`config.mk`:
```
export PLATFORM = sky130hd
export DESIGN_NAME = feedback_report_change_detector_top
export DESIGN_NICKNAME = d
export VERILOG_FILES = /design/src/design/fbrcd_pkg.sv /design/src/design/fbrcd_parser.sv /design/src/design/fbrcd_event_unit.sv /design/src/design/feedback_report_change_detector_top.sv
export SDC_FILE = /design/constraint.sdc
export NUM_CORES = 1
export LEC_CHECK = 0
export BUFFER_PORTS_ARGS = -buffer_cell sky130_fd_sc_hd__buf_2
export CAP_MARGIN = 30
export CORE_ASPECT_RATIO = 1.5
export CORE_MARGIN = 3
export CORE_UTILIZATION = 27
export CTS_CLUSTER_SIZE = 8
export DETAILED_ROUTE_END_ITERATION = 6
export PLACE_DENSITY = 0.5
export SYNTH_ARGS = -nofsm -noshare
export SYNTH_HDL_FRONTEND = slang
export SYNTH_SLANG_ARGS = --single-unit
```
`constraint.sdc`:
```
create_clock -name clock -period 8.8 [get_ports clock]
set_clock_uncertainty 0.05 [all_clocks]
set_input_delay 1.32 -clock clock [delete_from_list [all_inputs] [get_ports clock]]
set_output_delay 1.32 -clock clock [all_outputs]
set_load 0.1 [all_outputs]
```
`src/design/fbrcd_pkg.sv`:
```
// Package for the feedback report change detector.
// Holds the shared widths, byte codes, state types and the parser command struct.
// No dependencies.
package fbrcd_pkg;

   localparam int MAX_MODULES       = 31;
   localparam int INPUTS_PER_MODULE = 16;
   localparam int ADDRESS_BASE      = 1;

   localparam int BYTE_W  = 8;
   localparam int MOD_W   = 5;
   localparam int BITS_W  = INPUTS_PER_MODULE;
   localparam int BIT_W   = $clog2(INPUTS_PER_MODULE);
   localparam int CH_W    = 2;
   localparam int ADDR_W  = 9;
   localparam int CSR_IDX_W = 1;

   localparam logic [BYTE_W-1:0] CR_BYTE     = 8'd13;
   localparam logic [BYTE_W-1:0] TYPE_INPUTS = 8'h69;
   localparam logic [BYTE_W-1:0] TYPE_SETUP  = 8'h73;

   // configuration register indexes
   localparam logic [CSR_IDX_W-1:0] REG_LEFT_MODULES   = 1'd0;
   localparam logic [CSR_IDX_W-1:0] REG_MIDDLE_MODULES = 1'd1;

   // positions within a triple
   localparam logic [1:0] TP_MODULE = 2'd0;
   localparam logic [1:0] TP_HIGH   = 2'd1;
   localparam logic [1:0] TP_LOW    = 2'd2;

   // result kinds and channels
   localparam logic       KIND_CHANGE = 1'b0;
   localparam logic       KIND_RANGE  = 1'b1;
   localparam logic [CH_W-1:0] CH_LEFT   = 2'd0;
   localparam logic [CH_W-1:0] CH_MIDDLE = 2'd1;
   localparam logic [CH_W-1:0] CH_RIGHT  = 2'd2;

   typedef enum logic [1:0] {
      PH_START,
      PH_COUNT,
      PH_TRIPLES,
      PH_SKIP
   } phase_type;

   typedef enum logic [1:0] {
      EV_IDLE,
      EV_SCAN,
      EV_RANGE
   } ev_state_type;

   // command from the frame parser to the event unit
   typedef struct packed {
      logic              start;
      logic              err;
      logic              clear_known;
      logic [BYTE_W-1:0] module_num;
      logic [BITS_W-1:0] bits;
   } ev_cmd_type;

endpackage

```
`src/design/fbrcd_parser.sv`:
```
// Frame parser: splits received bytes into frames and assembles triples.
// Depends on fbrcd_pkg; issues commands to fbrcd_event_unit.
module fbrcd_parser import fbrcd_pkg::*; (
   input  logic              clock,
   input  logic              reset,
   input  logic              accept,
   input  logic [BYTE_W-1:0] rx_byte,
   output ev_cmd_type        cmd
);

   phase_type         phase_ff, phase_in;
   logic              setup_ff, setup_in;
   logic [BYTE_W-1:0] left_ff, left_in;
   logic [1:0]        pos_ff, pos_in;
   logic [BYTE_W-1:0] module_ff, module_in;
   logic [BYTE_W-1:0] high_ff, high_in;
   logic [MOD_W-1:0]  reg_mods_ff, reg_mods_in;
   logic              is_cr;
   logic              triple_done;

   assign is_cr = (rx_byte == CR_BYTE);

   // next state of the frame sequencer
   always_comb begin
      phase_in    = phase_ff;
      setup_in    = setup_ff;
      left_in     = left_ff;
      pos_in      = pos_ff;
      module_in   = module_ff;
      high_in     = high_ff;
      reg_mods_in = reg_mods_ff;
      if (accept) begin
         if (is_cr) begin
            phase_in = PH_START;
            pos_in   = TP_MODULE;
            left_in  = '0;
         end else begin
            unique case (phase_ff)
               PH_START: begin
                  setup_in = (rx_byte == TYPE_SETUP);
                  phase_in = (rx_byte == TYPE_INPUTS || rx_byte == TYPE_SETUP) ?
                             PH_COUNT : PH_SKIP;
               end
               PH_COUNT: begin
                  if (setup_ff) begin
                     reg_mods_in = (rx_byte > BYTE_W'(MAX_MODULES)) ?
                                   MOD_W'(MAX_MODULES) : rx_byte[MOD_W-1:0];
                     phase_in    = PH_SKIP;
                  end else begin
                     left_in  = rx_byte;
                     pos_in   = TP_MODULE;
                     phase_in = PH_TRIPLES;
                  end
               end
               PH_TRIPLES: begin
                  if (left_ff != '0) begin
                     unique case (pos_ff)
                        TP_MODULE: begin
                           module_in = rx_byte;
                           pos_in    = TP_HIGH;
                        end
                        TP_HIGH: begin
                           high_in = rx_byte;
                           pos_in  = TP_LOW;
                        end
                        default: begin
                           pos_in  = TP_MODULE;
                           left_in = left_ff - 8'd1;
                        end
                     endcase
                  end
               end
               PH_SKIP: begin
               end
               default: begin
               end
            endcase
         end
      end
   end

   // commands to the event unit
   always_comb begin
      triple_done = accept && !is_cr && (phase_ff == PH_TRIPLES) &&
                    (left_ff != '0) && (pos_ff != TP_MODULE) && (pos_ff != TP_HIGH);
      cmd.start       = triple_done;
      cmd.err         = (module_ff == '0) || (module_ff > {3'b000, reg_mods_ff});
      cmd.clear_known = accept && !is_cr && (phase_ff == PH_COUNT) && setup_ff;
      cmd.module_num  = module_ff;
      cmd.bits        = {high_ff, rx_byte};
   end

   // hold the parser state
   always_ff @(posedge clock) begin
      if (reset) begin
         phase_ff    <= PH_START;
         setup_ff    <= 1'b0;
         left_ff     <= '0;
         pos_ff      <= TP_MODULE;
         module_ff   <= '0;
         high_ff     <= '0;
         reg_mods_ff <= '0;
      end else begin
         phase_ff    <= phase_in;
         setup_ff    <= setup_in;
         left_ff     <= left_in;
         pos_ff      <= pos_in;
         module_ff   <= module_in;
         high_ff     <= high_in;
         reg_mods_ff <= reg_mods_in;
      end
   end

endmodule

```
`src/design/fbrcd_event_unit.sv`:
```
// Event unit: stores module bits and walks the sixteen inputs of a triple,
// one bit a cycle unless the output stalls, through a shared compare and
// address mapper. Depends on fbrcd_pkg; driven by fbrcd_parser.
module fbrcd_event_unit import fbrcd_pkg::*; (
   input  logic              clock,
   input  logic              reset,
   input  ev_cmd_type        cmd,
   input  logic [MOD_W-1:0]  left_modules,
   input  logic [MOD_W-1:0]  middle_modules,
   output logic              busy,
   output logic              rsp_valid,
   input  logic              rsp_ready,
   output logic              rsp_kind,
   output logic [CH_W-1:0]   rsp_channel,
   output logic [ADDR_W-1:0] rsp_address,
   output logic              rsp_level,
   output logic              rsp_last
);

   ev_state_type      state_ff, state_in;
   logic [BIT_W-1:0]  bit_ff, bit_in;
   logic [BITS_W-1:0] mask_ff, mask_in;
   logic [BITS_W-1:0] new_ff, new_in;
   logic [MOD_W-1:0]  idx_ff, idx_in;
   logic [BYTE_W-1:0] range_mod_ff, range_mod_in;

   logic [BITS_W-1:0] module_bits_ff [0:MAX_MODULES-1];
   logic [MAX_MODULES-1:0] known_ff;

   logic              rsp_valid_ff, rsp_valid_in;
   logic              rsp_kind_ff;
   logic [CH_W-1:0]   rsp_channel_ff;
   logic [ADDR_W-1:0] rsp_address_ff;
   logic              rsp_level_ff;
   logic              rsp_last_ff;

   logic [MOD_W-1:0]  start_idx;
   logic [BITS_W-1:0] start_mask;
   logic              out_free;
   logic              emit_change;
   logic              emit_range;
   logic              step;
   logic              change_last;

   logic [MOD_W:0]    lm, mm, idx6, base, rel;
   logic [CH_W-1:0]   map_ch;
   logic [ADDR_W-1:0] map_addr;

   // difference mask of a new triple
   always_comb begin
      start_idx  = cmd.module_num[MOD_W-1:0] - 5'd1;
      start_mask = known_ff[start_idx] ? (cmd.bits ^ module_bits_ff[start_idx]) : '1;
   end

   assign out_free    = !rsp_valid_ff || rsp_ready;
   assign change_last = ((mask_ff >> bit_ff) == BITS_W'(1));

   // map the current input onto its chain
   always_comb begin
      lm   = {1'b0, left_modules};
      mm   = {1'b0, left_modules} + {1'b0, middle_modules};
      idx6 = {1'b0, idx_ff};
      if (idx6 < lm) begin
         map_ch = CH_LEFT;
         base   = '0;
      end else if (idx6 < mm) begin
         map_ch = CH_MIDDLE;
         base   = lm;
      end else begin
         map_ch = CH_RIGHT;
         base   = mm;
      end
      rel      = idx6 - base;
      map_addr = {rel[MOD_W-1:0], bit_ff} + ADDR_W'(ADDRESS_BASE);
   end

   // sequencer outputs
   always_comb begin
      emit_change = 1'b0;
      emit_range  = 1'b0;
      step        = 1'b0;
      unique case (state_ff)
         EV_SCAN: begin
            emit_change = mask_ff[bit_ff] && out_free;
            step        = !mask_ff[bit_ff] || out_free;
         end
         EV_RANGE: emit_range = out_free;
         default: begin
         end
      endcase
   end

   // sequencer next state
   always_comb begin
      state_in     = state_ff;
      bit_in       = bit_ff;
      mask_in      = mask_ff;
      new_in       = new_ff;
      idx_in       = idx_ff;
      range_mod_in = range_mod_ff;
      unique case (state_ff)
         EV_IDLE: begin
            if (cmd.start) begin
               range_mod_in = cmd.module_num;
               idx_in       = start_idx;
               new_in       = cmd.bits;
               mask_in      = start_mask;
               bit_in       = '0;
               if (cmd.err) begin
                  state_in = EV_RANGE;
               end else if (start_mask != '0) begin
                  state_in = EV_SCAN;
               end
            end
         end
         EV_SCAN: begin
            if (step) begin
               bit_in = bit_ff + 4'd1;
               if (bit_ff == BIT_W'(INPUTS_PER_MODULE - 1)) begin
                  state_in = EV_IDLE;
               end
            end
         end
         EV_RANGE: begin
            if (emit_range) begin
               state_in = EV_IDLE;
            end
         end
         default: state_in = EV_IDLE;
      endcase
   end

   assign busy = (state_ff != EV_IDLE);

   // advance the sequencer
   always_ff @(posedge clock) begin
      if (reset) begin
         state_ff <= EV_IDLE;
      end else begin
         state_ff <= state_in;
      end
      bit_ff       <= bit_in;
      mask_ff      <= mask_in;
      new_ff       <= new_in;
      idx_ff       <= idx_in;
      range_mod_ff <= range_mod_in;
   end

   // store module bits and known flags
   always_ff @(posedge clock) begin
      if (reset) begin
         known_ff <= '0;
      end else if (cmd.clear_known) begin
         known_ff <= '0;
      end else if (cmd.start && !cmd.err && state_ff == EV_IDLE) begin
         known_ff[start_idx] <= 1'b1;
      end
      if (cmd.start && !cmd.err && state_ff == EV_IDLE) begin
         module_bits_ff[start_idx] <= cmd.bits;
      end
   end

   // output register
   always_comb begin
      if (emit_change || emit_range) begin
         rsp_valid_in = 1'b1;
      end else if (rsp_ready) begin
         rsp_valid_in = 1'b0;
      end else begin
         rsp_valid_in = rsp_valid_ff;
      end
   end

   always_ff @(posedge clock) begin
      if (reset) begin
         rsp_valid_ff <= 1'b0;
      end else begin
         rsp_valid_ff <= rsp_valid_in;
      end
      if (emit_change) begin
         rsp_kind_ff    <= KIND_CHANGE;
         rsp_channel_ff <= map_ch;
         rsp_address_ff <= map_addr;
         rsp_level_ff   <= new_ff[bit_ff];
         rsp_last_ff    <= change_last;
      end else if (emit_range) begin
         rsp_kind_ff    <= KIND_RANGE;
         rsp_channel_ff <= CH_LEFT;
         rsp_address_ff <= {1'b0, range_mod_ff};
         rsp_level_ff   <= 1'b0;
         rsp_last_ff    <= 1'b1;
      end
   end

   assign rsp_valid   = rsp_valid_ff;
   assign rsp_kind    = rsp_kind_ff;
   assign rsp_channel = rsp_channel_ff;
   assign rsp_address = rsp_address_ff;
   assign rsp_level   = rsp_level_ff;
   assign rsp_last    = rsp_last_ff;

endmodule

```
`src/design/feedback_report_change_detector_top.sv`:
```
// Throughput: a byte that ends a triple holds the input while the event unit
// walks the sixteen inputs (if any bit changed), one bit a cycle, or reports
// a range error; other bytes do not hold it, and output stalls prolong the hold.
// Reset (synchronous) marks every module unknown, clears the module count and
// sets both chain sizes to 2.
// Top level: configuration registers, frame parser and event unit.
// Depends on fbrcd_pkg, fbrcd_parser and fbrcd_event_unit.
module feedback_report_change_detector_top import fbrcd_pkg::*; (
   input  logic                 clock,
   input  logic                 reset,
   input  logic                 req_valid,
   output logic                 req_ready,
   input  logic [BYTE_W-1:0]    req_rx_byte,
   output logic                 rsp_valid,
   input  logic                 rsp_ready,
   output logic                 rsp_kind,
   output logic [CH_W-1:0]      rsp_channel,
   output logic [ADDR_W-1:0]    rsp_address,
   output logic                 rsp_level,
   output logic                 rsp_last,
   input  logic                 csr_valid,
   output logic                 csr_ready,
   input  logic [CSR_IDX_W-1:0] csr_index,
   input  logic [MOD_W-1:0]     csr_data
);

   logic [MOD_W-1:0] left_ff, middle_ff;
   logic             busy;
   logic             accept;
   ev_cmd_type       cmd;

   assign csr_ready = 1'b1;
   assign req_ready = !busy;
   assign accept    = req_valid && req_ready;

   // write chain sizes
   always_ff @(posedge clock) begin
      if (reset) begin
         left_ff   <= MOD_W'(2);
         middle_ff <= MOD_W'(2);
      end else if (csr_valid && csr_ready) begin
         unique case (csr_index)
            REG_LEFT_MODULES:   left_ff   <= csr_data;
            REG_MIDDLE_MODULES: middle_ff <= csr_data;
            default: begin
            end
         endcase
      end
   end

   fbrcd_parser u_parser (
      .clock   (clock),
      .reset   (reset),
      .accept  (accept),
      .rx_byte (req_rx_byte),
      .cmd     (cmd)
   );

   fbrcd_event_unit u_event (
      .clock          (clock),
      .reset          (reset),
      .cmd            (cmd),
      .left_modules   (left_ff),
      .middle_modules (middle_ff),
      .busy           (busy),
      .rsp_valid      (rsp_valid),
      .rsp_ready      (rsp_ready),
      .rsp_kind       (rsp_kind),
      .rsp_channel    (rsp_channel),
      .rsp_address    (rsp_address),
      .rsp_level      (rsp_level),
      .rsp_last       (rsp_last)
   );

endmodule

```
# After elaboration in Yosys (flattened, before gate mapping)

Memories as Yosys holds them, arrays and structs flattened.
Cells that the tools add are included.

$lt $le $gt $ge: 7
Bitwise operators: 4
Add/subtract/negate cells: 6
Shifts and indexed selects: 1
Reduce and logical (&&, ||, !) cells: 49
Equality and inequality tests: 19
Multiplexer cells: 52

Operator list:

| kind                | number |
|---|---|
| $mux 8              | 4 |
| $or 31x31->31       | 1 |
| $mux 2              | 14 |
| $reduce_and 5->1    | 4 |
| $mux 9              | 2 |
| $eq 16x1->1 const B | 1 |
| $eq 8x7->1 const B  | 2 |
| $mux 1              | 16 |
| $mux 16             | 1 |
| $pmux 8 s2          | 1 |
| $reduce_bool 16->1  | 1 |
| $shr 16x4->16       | 1 |
| $xor 16x16->16      | 1 |
| $mux 5              | 3 |
| $logic_and 1x1->1   | 12 |
| $pmux 2 s2          | 3 |
| $reduce_bool 2->1   | 5 |
| $add 9x1->9 const B | 1 |
| $bmux 1 s4          | 2 |
| $eq 8x4->1 const B  | 1 |
| $gt 8x5->1          | 1 |
| $gt 8x5->1 const B  | 1 |
| $logic_not 8->1     | 1 |
| $mux 4              | 2 |
| other kinds (32)    | 57 |

Output and inout port bits: 17
Bits in registers: 141
Memories: 1
Bits in writable memories: 496
Input bits: 19

Memory list:

| memory                 | words | bits a word | rd ports | clocked after Yosys merged registers in | write ports | RTL line               | source |
|---|---|---|---|---|---|---|---|
| u_event.module_bits_ff | 31    | 16          | 1        | 0                                       | 1           | fbrcd_event_unit.sv:27 | `logic [BITS_W-1:0] module_bits_ff [0:MAX_MODULES-1];` |

# Longest topological paths before layout

Depth after elaboration: 12
Depth in mapped cells: 21

# Hierarchy

From an unflattened synthesis, not the netlist that was laid out.

Cells, all modules: 1642
Area, all modules: 26781.9 sq um

By module, submodules not included:

| module                              | area each (sq um) | instances | sequential area each (sq um) | cells an instance |
|---|---|---|---|---|
| fbrcd_event_unit                    | 24528.5           | 1         | 17456.7                      | 1389 |
| fbrcd_parser                        | 1805.5            | 1         | 680.7                        | 209 |
| feedback_report_change_detector_top | 447.9             | 1         | 200.2                        | 44 |

# Least setup slack after synthesis

OpenSTA, ideal clock, no wires.

Kind: flip-flop to flip-flop
From: reg u_event.state_ff[0]
To: mem u_event.module_bits_ff[11][0] (netlist bit), enable pin
Required time: 8360 ps
Path slack: 3282 ps
Setup time: 390 ps
Arrival time: 5078 ps
Path buffers: 2
Stages on the path, launching flop included: 10
Clock period less this slack: 5518 ps
Cell sequence: dfxtp_1 clkbuf_1 nor2_1 nand2_1 a21oi_1 and3_1 clkbuf_1 and2_1 nand3_1 nor2_1

Cells in the longest elaborated chain, start to end: 12

Ends and longest elaborated chain:

| item                            | RTL line                                  | source |
|---|---|---|
| start: declaration              | fbrcd_event_unit.sv:20                    | `ev_state_type state_ff, state_in;` |
| start signal: assignment        | fbrcd_event_unit.sv:140                   | `state_ff <= state_in;` |
| $reduce_bool 2->1               | fbrcd_event_unit.sv:133                   | `assign busy = (state_ff != EV_IDLE);` |
| $logic_not 1->1                 | feedback_report_change_detector_top.sv:33 | `assign req_ready = !busy;` |
| via req_ready                   | feedback_report_change_detector_top.sv:12 | `output logic req_ready,` |
| $logic_and 1x1->1               | feedback_report_change_detector_top.sv:34 | `assign accept = req_valid && req_ready;` |
| $logic_and 1x1->1 (3 in series) | fbrcd_parser.sv:84                        | `triple_done = accept && !is_cr && (phase_ff == PH_TRIPLES) &&` |
| $logic_and 1x1->1 (2 in series) | fbrcd_parser.sv:85                        | `(left_ff != '0) && (pos_ff != TP_MODULE) && (pos_ff != TP_HIGH);` |
| $logic_and 1x1->1 (2 in series) | fbrcd_event_unit.sv:158                   | `if (cmd.start && !cmd.err && state_ff == EV_IDLE) begin` |
| $mux 1                          | fbrcd_event_unit.sv:158                   |  |
| $mux 1 (implied by the code)    | fbrcd_event_unit.sv:159                   | `module_bits_ff[start_idx] <= cmd.bits;` |
| end: declaration                | fbrcd_event_unit.sv:27                    |  |

The timed path passes the listed nets, and every way through them passes these cells.

# Worst setup path in the final report

From: reg u_parser.module_ff[0]
To: reg u_event.mask_ff[12] (data pin)

Cells in the longest elaborated chain, start to end: 4

Ends and longest elaborated chain:

| item                                        | RTL line                | source |
|---|---|---|
| start: declaration                          | fbrcd_parser.sv:15      | `logic [BYTE_W-1:0] module_ff, module_in;` |
| start signal: assignment                    | fbrcd_parser.sv:108     | `module_ff <= module_in;` |
| $sub 5x1->5 *                               | fbrcd_event_unit.sv:51  | `start_idx = cmd.module_num[MOD_W-1:0] - 5'd1;` |
| $mem_v2 31x16 or $bmux 1 s5 (tied branches) | -                       |  |
| $xor 16x16->16 or $mux 1 (tied branches)    | fbrcd_event_unit.sv:52  | `start_mask = known_ff[start_idx] ? (cmd.bits ^ module_bits_ff[start_idx]) : '1;` |
| $mux 16 *                                   | fbrcd_event_unit.sv:52  |  |
| via u_event.start_mask[12]                  | fbrcd_event_unit.sv:38  | `logic [BITS_W-1:0] start_mask;` |
| end signal: assignment                      | fbrcd_event_unit.sv:143 | `mask_ff <= mask_in;` |
| end: declaration                            | fbrcd_event_unit.sv:22  | `logic [BITS_W-1:0] mask_ff, mask_in;` |

Mark *: on every way through the listed nets, which the timed path passes. The rest lies on a longest branch. The select of a mux whose other input is x is not followed.
A chain may end at the register's enable or synchronous reset.

==> impl_summary.txt <==
----------------------------------------------------
[Synth]
  Proportion of synthesized flip-flops having asynchronous set or reset ... 0%
  Number of standard cells after synthesis ... 1682
  Synth warn ... 0
  Number of enable flip-flop cells after synthesis ... 558
  Synthesized Nets ... 1734
  Mean cell area of the mapped netlist ... 15.9 sq um
  Number of synthesized register bits ... 637
  Main synth FF type ... sky130_fd_sc_hd__edfxtp_1
  Cell area after synthesis ... 0.0267 sq mm
  Portion of the post-synthesis area used by sequential elements ... 68.7%
  Distinct cell type count after synthesis ... 91

[Timing]
  Total negative setup slack ... 0 ns
  Period utilization ... 59.5%
  Rel. slew slack ... 31.4%
  Unrepaired setup endpoints after global routing ... false
  Max Slew Vio Count ... 0
  Max Clock Freq ... 0.191 GHz
  Final hold vios ... 0
  # setup viols final ... 0
  Min cycle time layout ... 5.24 ns
  Pin slew with the least headroom to its limit ... 1.03 ns

[Worst setup path]
  Cell breakdown of the critical path ... inv_1 > ha_4 > inv_1 > nor2_1 > a221oi_1 > nor4_4 > or3b_2
  Worst-case register-to-register setup slack ... 3.56 ns
  CP dominant cell by count ... sky130_fd_sc_hd__inv_1
  RR Startpoint ... u_parser.module_ff[0]
  Worst setup path class ... reg -> reg
  Worst-case reg-to-reg path depth ... 7
  Slowest library cell on the worst path ... sky130_fd_sc_hd__nor2_1
  Worst path max stage delay ... 0.85 ns
  Critical path endpoint category ... register
  Data arrival time at the worst-slack endpoint ... 5.56 ns
  Critical Path Start ... u_parser.module_ff[0]
  Largest fanout on the critical path ... 29
  Startpoint kind of the worst setup timing path ... register
  Data required time at the worst endpoint ... 9.12 ns
  FF-to-FF End ... u_event.mask_ff[12]

[Cells and area]
  Area overhead of the layout relative to synthesis ... 16.4%
  Most used cells in the layout excluding fill and tap cells ... sky130_fd_sc_hd__edfxtp_1 (558), sky130_fd_sc_hd__nand2_1 (117), sky130_fd_sc_hd__mux4_2 (107)
  Final net count ... 1818
  Proportion of layout cells with a drive suffix above 1 ... 20.4%
  Number of filler instances in the final layout ... 9482
  Most common library cell in the layout ignoring fill and taps ... sky130_fd_sc_hd__edfxtp_1
  Core Util, Final ... 31.9%

[Pwr]
  Int Power ... 5360 uW
  Leakage ... 0.00923 uW
  Switching share of power ... 23.0%
  Net switching power of the design ... 1600 uW
  Peak ir drop on the vdd network ... 158 uV
  Clk pwr share ... 45.5%
  Overall power consumption ... 6960 uW
  Power per standard cell area ... 224 mW/mm^2
  Share of total power in sequential cells ... 47.3%
  Portion of total power attributed to combinational logic ... 7.2%

[Floorplan]
  Starting density of the core ... 27.4%
  Vertical die dimension ... 391 um
  Area of the core ... 0.0976 sq mm
  Io pins ... 36
  Row Count ... 140
  Die area ... 0.103 sq mm
  Die Width ... 263 um

[Worst hold path]
  Startpoint of the worst hold path ... u_event.known_ff[5]
  Number of instances on the worst hold path ... 1
  Hold Crit Endpoint ... u_event.known_ff[5]
  HP Class ... reg -> reg

[CTS]
  Bufs on Longest Clock Path ... 3
  Worst-Skew Late Latency ... 0.66 ns
  CTS HTree Levels ... 3
  TritonCTS clock tree ... built
  CTS Hold Buffers Added ... 0
  Root buffer cell ... sky130_fd_sc_hd__clkbuf_16
  Number of CTS-inserted buffers ... 89
  CTS sink cnt ... 637
  Worst-path clk slew ... 0.05 ns
  Setup Buffers After CTS ... 0
  Count of cells resized by post-cts repair ... 0

[Global routing]
  Number of global-route vias before repair ... 15808
  Initial antenna violation count ... 0
  Global-route wire length before repair ... 111 mm
  Overall global routing resource usage ... 14.8%
  GR Overflow Total ... 0
  Maximum number of pins on one net before global-route repair ... 115

[Detailed routing]
  Final Routed Wirelength ... 76.6 mm
  Number of DRC violations after detailed routing ... 0
  Antenna-violating nets left ... 0
  Wire per inst ... 24.6 um
  Drt pass-1 iters ... 5
  Average vias per placed instance ... 4.88
  Via total after detailed routing ... 15167
  Number of DRC markers after the initial detailed-route iteration ... 988

[Placed design]
  Port-buffer cells ... 34
  Routability Congestion ... 0.881
  Half-perimeter wire length of the detailed placement result ... 49.9 mm

[Status]
  Status ... completed

[Run]
  Max capacitance violation total ... 0

----------------------------------------------------
==> power by group through the flow <==
stage | registers (uW) | logic [uW] | clock network, uW
after floorplan | 3340 | 336 | 0
after global placement | 3350 | 499 | 0
after detailed placement | 3350 | 504 | 0
after CTS | 3290 | 505 | 3240
after global routing | 3290 | 538 | 3370
final | 3290 | 499 | 3170
==> kinds of logic (layout without fill, tap and decap cells) <==
kind of cell / Yosys count / count (layout) / synth area share [%]
simple gates: 430 / 430 / 8.04
compound gates: 258 / 258 / 6.70
buf+inv: 124 / 274 / 2.51
flops: 637 / 637 / 68.7
mux: 174 / 174 / 11.6
other cells: 1 / 2 / 0.0140
fa+ha+maj: 33 / 33 / 1.60
xor+xnor: 25 / 25 / 0.848
==> metal layers <==
layer / up-vias / part of all wire [%] / global-route usage [%]
met5: - / 0 / 0
met2: 415 / 53 / 27.0
met1: 7831 / 37 / 16.1
li1: 6766 / - / -
met4: 0 / 6.3 / 8.93
met3: 155 / 3.8 / 2.44
==> state kept, by name, indices dropped and copies added, names as in the netlist, 4 cells and up <==
name / cells
u_event.known_ff: 31
u_parser.module_ff: 8
u_event.module_bits_ff: 496
u_event.range_mod_ff: 8
u_event.new_ff: 16
u_event.rsp_address: 9
u_event.bit_ff: 4
u_parser.high_ff: 8
left_ff: 5
middle_ff: 5
u_event.idx_ff: 5
u_parser.reg_mods_ff: 5
u_parser.left_ff: 8
u_event.mask_ff: 16
==> synth_stat cells, types with 19 or more instances <==
library cell,count,area [sq um]
sky130_fd_sc_hd__edfxtp_1,558,16800
sky130_fd_sc_hd__nor2_1,130,488
sky130_fd_sc_hd__nand2_1,117,439
sky130_fd_sc_hd__mux4_2,107,2410
sky130_fd_sc_hd__dfxtp_1,79,1580
sky130_fd_sc_hd__a21oi_1,62,310
sky130_fd_sc_hd__mux2i_1,56,561
sky130_fd_sc_hd__inv_1,35,131
sky130_fd_sc_hd__o21a_1,34,255
sky130_fd_sc_hd__ha_1,31,388
sky130_fd_sc_hd__nand3_1,31,155
sky130_fd_sc_hd__clkbuf_1,30,113
sky130_fd_sc_hd__o22ai_1,30,188
sky130_fd_sc_hd__o21ai_0,28,140
sky130_fd_sc_hd__buf_2,27,135
sky130_fd_sc_hd__a211oi_1,22,165
sky130_fd_sc_hd__nor3_1,19,95.1
==> critical path: cells and delay by family (launching register included) <==
family	cells	cell delay, ns
buffers and inverters	2	0.97
flip-flops	1	0.67
AO/OA/AOI/OAI	1	0.35
AND/OR/NAND/NOR	3	2.21
adder cells (fa/ha/maj)	1	0.69
==> per-stage QoR <==
stage                     cells  instance area, sq um  worst slack, ns  hold WS (ns)
final                      3111                 31100             3.56         0.408
after global routing       3110                 31100             3.33         0.423
after CTS                  3104                 31000             3.52         0.411
after detailed placement   2947                 28400             3.20         0.400
after global placement     2939                 28300             3.24         0.391
after floorplan            1682                 26700             3.28         0.381
==> cell type report <==
type | instances | area, sq um | area share [%]
Timing Repair Buffer | 81 | 631 | 2.03
Inverter | 36 | 135 | 0.435
Multi-Input combinational cell | 921 | 7790 | 25.1
Clock buffer | 152 | 2490 | 8.03
Sequential cell | 637 | 18300 | 59.0
Clock inverter | 5 | 80.1 | 0.258
Tap cell | 1278 | 1600 | 5.15
Antenna cell | 1 | 2.50 | 0.00805
==> worst max path at each step <==
stage	endpoint	slack, ns	cells after the start
2_1_floorplan	u_event.module_bits_ff[11][0]	3.28	9
3_3_place_gp	u_event.module_bits_ff[25][2]	3.24	11
3_5_place_dp	u_event.module_bits_ff[19][13]	3.20	11
4_1_cts	u_event.mask_ff[12]	3.52	7
5_1_grt	u_event.mask_ff[12]	3.33	7
6_report	u_event.mask_ff[12]	3.56	7
(Power assumes the default switching activity.)
